[src/hw/rtl/gbd_divider.sv]
// pipelined restoring fraction divider, one quotient bit per register stage
module gbd_divider #(
    parameter int DW = 31,
    parameter int FB = 16
) (
    input  logic          aclk,
    input  logic          en,
    input  logic [DW-1:0] num,
    input  logic [DW-1:0] den,
    output logic [FB-1:0] quo,
    output logic [DW:0]   rem,
    output logic [DW-1:0] den_out
);

    logic [DW:0]   rem_reg  [FB];
    logic [FB-1:0] quo_reg  [FB];
    logic [DW-1:0] den_reg  [FB];
    logic [DW:0]   rem_next [FB];
    logic [FB-1:0] quo_next [FB];

    // returns {quotient bit, new partial remainder}
    function automatic logic [DW+1:0] div_step(logic [DW:0] r, logic [DW-1:0] d);
        logic [DW+1:0] rs;
        logic [DW+1:0] dx;
        logic [DW+1:0] res;
        rs = {r, 1'b0};
        dx = {2'b00, d};
        if (rs >= dx) begin
            res = rs - dx;
            return {1'b1, res[DW:0]};
        end else begin
            return {1'b0, rs[DW:0]};
        end
    endfunction

    always_comb begin
        logic [DW+1:0] st;
        st = div_step({1'b0, num}, den);
        rem_next[0] = st[DW:0];
        quo_next[0] = FB'(st[DW+1]);
        for (int i = 1; i < FB; i++) begin
            st = div_step(rem_reg[i-1], den_reg[i-1]);
            rem_next[i] = st[DW:0];
            quo_next[i] = {quo_reg[i-1][FB-2:0], st[DW+1]};
        end
    end

    always_ff @(posedge aclk) begin
        if (en) begin
            rem_reg[0] <= rem_next[0];
            quo_reg[0] <= quo_next[0];
            den_reg[0] <= den;
            for (int i = 1; i < FB; i++) begin
                rem_reg[i] <= rem_next[i];
                quo_reg[i] <= quo_next[i];
                den_reg[i] <= den_reg[i-1];
            end
        end
    end

    assign quo     = quo_reg[FB-1];
    assign rem     = rem_reg[FB-1];
    assign den_out = den_reg[FB-1];

endmodule

[config.mk]
export PLATFORM = sky130hd
export DESIGN_NAME = gbd_divider
export DESIGN_NICKNAME = d
export VERILOG_FILES = /design/src/hw/rtl/gbd_divider.sv
export SDC_FILE = /design/constraint.sdc
export NUM_CORES = 2
export LEC_CHECK = 0
export BUFFER_PORTS_ARGS = -buffer_cell sky130_fd_sc_hd__buf_4
export CORE_ASPECT_RATIO = 0.9
export CORE_MARGIN = 3
export CORE_UTILIZATION = 30
export DETAILED_ROUTE_END_ITERATION = 12
export PLACE_DENSITY = 0.53
export SLEW_MARGIN = 20
export SYNTH_ARGS = -nofsm -noshare
export SYNTH_HDL_FRONTEND = slang
export SYNTH_SLANG_ARGS = --single-unit
export TNS_END_PERCENT = 5
[constraint.sdc]
create_clock -name aclk -period 6 [get_ports aclk]
set_input_delay 0.6 -clock aclk [delete_from_list [all_inputs] [get_ports aclk]]
set_output_delay 0.6 -clock aclk [all_outputs]
set_load 0.1 [all_outputs]
==> metrics.md <==
| Metric | Value |
|---|---|
| Status | `complete, no violations` |
| Endpoint of the worst register-to-register path | `rem_reg[1][245]` |
| Clock sink count | `1144` |
| Syn Area/Cell | `10.83 um2` |
| Clock-pin slew on the worst setup and hold paths | `0.06 ns` |
| DRT iter0 DRCs | `roughly 2200` |
| Detail Placement HPWL | `~110000 um` |
| Psw | `~16 mW` |
| Final hold violation count | `0` |
| Post-route ant nets | `0` |
| Fillers | `21810` |
| Worst Hold Depth | `2` |
| Peak supply drop | `about 0.00028 V` |
| Worst Setup End Kind | `flip-flop` |
| Vias in the first global route | `between 40000 and 50000` |
| Final Cycle Share | `0.7145` |
| Post-synth top area share | `0.5094` |
| Router iterations before antenna repair | `6` |
| CP max FO | `48` |
| Cells along the critical path | `inv_1, ha_1, nor2b_1, o31a_1, o41ai_1, o31ai_2, nand3_1, a2111o_1, nand3_1, nand2_1, buf_4, inv_1, mux2_2` |
| Compound-Gate Fraction of Synth Area | `0.1585` |
| Root buf cell | `clkbuf_16` |
| Critical Path Start | `den_reg[1][187]` |
| Worst Skew | `0.01926 ns` |
| CTS tree | `done` |
| Fmax | `~230 MHz` |
| Pwr/cell area | `530.9 nW/um2` |
| Internal power | `roughly 25 mW` |
| RSZ-0062 raised after global routing | `false` |
| Total negative slack | `0 ns` |
| Post-Syn Area | `~67000 um2` |
| Critical Path Start Type | `flip-flop` |
| Met3 Resource Use GR | `0.02102` |
| Post-Synth Adder-Cell Area | `0.09678` |
| Port Buffer Count | `142` |
| Max incr delay on CP | `0.79 ns` |
| GRT Util Overall | `0.1258` |
| Clk pwr share | `0.193` |
| Pin count of the biggest net entering global routing | `177` |
| Warnings, synthesis | `0` |
| Vert. Die Dim | `455.8 um` |
| Total length of routed wires | `147900 um` |
| Number of synthesized flops with an enable pin | `~1100` |
| R2R cell count | `13` |
| Rows | `164` |
| # DRC | `0` |
| Top Ports | `143` |
| Simple-gate area share of the yosys netlist | `0.09852` |
| Synthesis-to-finish area growth | `12.45%` |
| PostCTS Resize Cnt | `0` |
| Vias post-DR | `45110` |
| Worst-Margin Slew | `1.122 ns` |
| WP data required | `6.49 ns` |
| Worst r2r src | `den_reg[1][187]` |
| Synth Area in XOR/XNOR | `0.05676` |
| Critical path's slowest cell | `o41ai_1` |
| CP top delay family | `compound AO/OA/AOI/OAI gates` |
| Fraction of layout cells with a size suffix above 1 | `0.08637` |
| CTS Buffer Depth | `3` |
| Slew headroom | `0.2498` |
| Gate power share | `0.478` |
| CP Data Arrival Time | `4.78 ns` |
| GR peak layer | `met2` |
| Most common cell after layout, fill and taps aside | `edfxtp_1` |
| Post-synth top flop | `edfxtp_1` |
| Largest family of logic cells by synthesized area | `compound AO/OA/AOI/OAI gates` |
| Final count of negative-setup-slack endpoints | `0` |
| Post-layout util | `0.3406` |
| Critical path type | `flip-flop to flip-flop` |
| Syn_nets | `6805` |
| Slew Viols, Final | `0` |
| Capture point of the worst path | `rem_reg[1][245]` |
| Core region area | `~220000 um2` |
| Switching Share | `0.3874` |
| Fin crit period | `4.287 ns` |
| Grt ovf | `0` |
| Crit path depth | `13` |
| Register area share after synthesis | `0.5094` |
| Synth cell types | `around 100` |
| HP Class | `input pin to flip-flop` |
| First-pass GRT wire length | `237600 um` |
| Antenna violations before repair | `1` |
| CP bufs+invs | `3` |
| Cell accounting for the most synthesized area | `edfxtp_1` |
| Die W | `between 500 and 600 um` |
| Routing usage on met2 | `0.2365` |
| H-tree Lvls | `4` |
| Leak | `slightly above 30 nW` |
| Number of flip-flops under the largest register name | `512` |
| Initial Util | `0.3029` |
| Post-synthesis cell count | `6229` |
| Synth area leaders | `edfxtp_1, ha_1, a21oi_1, inv_1, xnor2_1` |
| Setup slack, reg-to-reg | `1.71 ns` |
| Drt via density | `4.780` |
| Final Net Count | `6930` |
| Worst-Skew Late Latency | `around 0.75 ns` |
| Inserted Clock Buffers | `133` |
| GPL Wtd Cong | `0.9617` |
| GR Layer Usage met1 | `0.1330` |
| Post-synthesis mux area share | `0.02607` |
| Max Cap Viol | `0` |
| DIE AREA | `230500 um2` |
| Commonest cells after routing, fill and taps aside | `edfxtp_1, inv_1, a21oi_1` |
| Asr flop ratio synth | `0` |
| Synth Register Bits | `1144` |
| Reg power frac | `0.329` |
| WL per Instance | `15.67 um` |
## cell families after synthesis
logic type	after synthesis
mux	139
simple gates	1416
xor+xnor	437
buf+inv	850
flops	1144
compound gates	1731
fa+ha+maj	512
## Yosys cell counts, types with 35 or more instances
library cell / instances
clkbuf_1: 99
o21a_1: 62
nand4_1: 79
buf_2: 40
o21bai_1: 56
mux2_2: 70
a21o_1: 249
nand3_1: 99
nor2b_1: 64
a31oi_1: 66
buf_4: 75
nand2b_1: 73
xor2_1: 185
ha_1: 496
and3_1: 48
o31ai_1: 41
and2_1: 35
inv_1: 624
edfxtp_1: 1144
xnor2_1: 252
nor2_1: 393
nor3_1: 73
a21oi_1: 623
mux2_4: 53
nand2_1: 452
o21ai_0: 373
## what timing repair did
| item | CTS | global route |
|---|---|---|
| setup buffers | 0 | 0 |
| hold buffers | 31 | 0 |
| endpoints found under the hold margin | 31 | 0 |
## worst min path at each step
stage | startpoint | to | slack [ns]
floorplan | quo_reg[0][83] | quo_reg[0][100] | 0.40
global placement | quo_reg[1][38] | quo_reg[1][55] | 0.40
detailed placement | quo_reg[1][83] | quo_reg[1][100] | 0.40
CTS | num[11] | rem_reg[0][12] | 0.09
global route | num[29] | rem_reg[0][30] | 0.1
finish | num[11] | rem_reg[0][12] | 0.17
## per-stage QoR
| stage | worst slack, ns | instances | total power, mW | area [um2] | hold slack (ns) |
|---|---|---|---|---|---|
| finish | 1.713 | 9438 | 40.26 | 75830 | 0.1683 |
| global route | 1.453 | 9438 | 43.35 | 75830 | 0.09817 |
| CTS | 1.655 | 9437 | 40.57 | 75830 | 0.08724 |
| detailed placement | 1.672 | 9176 | 32.50 | 71390 | 0.4045 |
| global placement | 1.727 | 9176 | 32.24 | 71390 | 0.4015 |
| floorplan | 2.516 | 6229 | 28.22 | 67430 | 0.4003 |
## power by group through the flow
stage,clock [mW],sequential [mW],combinational [mW]
floorplan,0,13.0,15.2
global placement,0,13.4,18.8
detailed placement,0,13.4,19.1
global route,8.43,13.5,21.4
finish,7.75,13.3,19.2
CTS,8.10,13.3,19.2
## routing by layer
metal	vias to the layer above	part of all wire
met4	0	0.056
li1	22820	-
met1	21000	0.39
met5	-	0
met3	378	0.033
met2	920	0.52
## final cells by class
cell class	count	area [um2]	area share
diodes	1	2.502	0.00003300
clock buffers	179	3714	0.04897
clock inverters	51	414.1	0.005461
inverters	625	2346	0.03094
multi-input cells	4235	29500	0.3890
flip-flops and latches	1144	34350	0.4530
well taps	2988	3739	0.04930
repair buffers	215	1762	0.02323
## worst register-to-register path: stages, from the launching register on
cell,delay (ns)
edfxtp_1,0.45
inv_1,0.09
ha_1,0.24
nor2b_1,0.16
o31a_1,0.29
o41ai_1,0.79
o31ai_2,0.19
nand3_1,0.25
a2111o_1,0.27
nand3_1,0.10
nand2_1,0.27
buf_4,0.46
inv_1,0.18
mux2_2,0.31
Power figures use the tool's default switching activity.
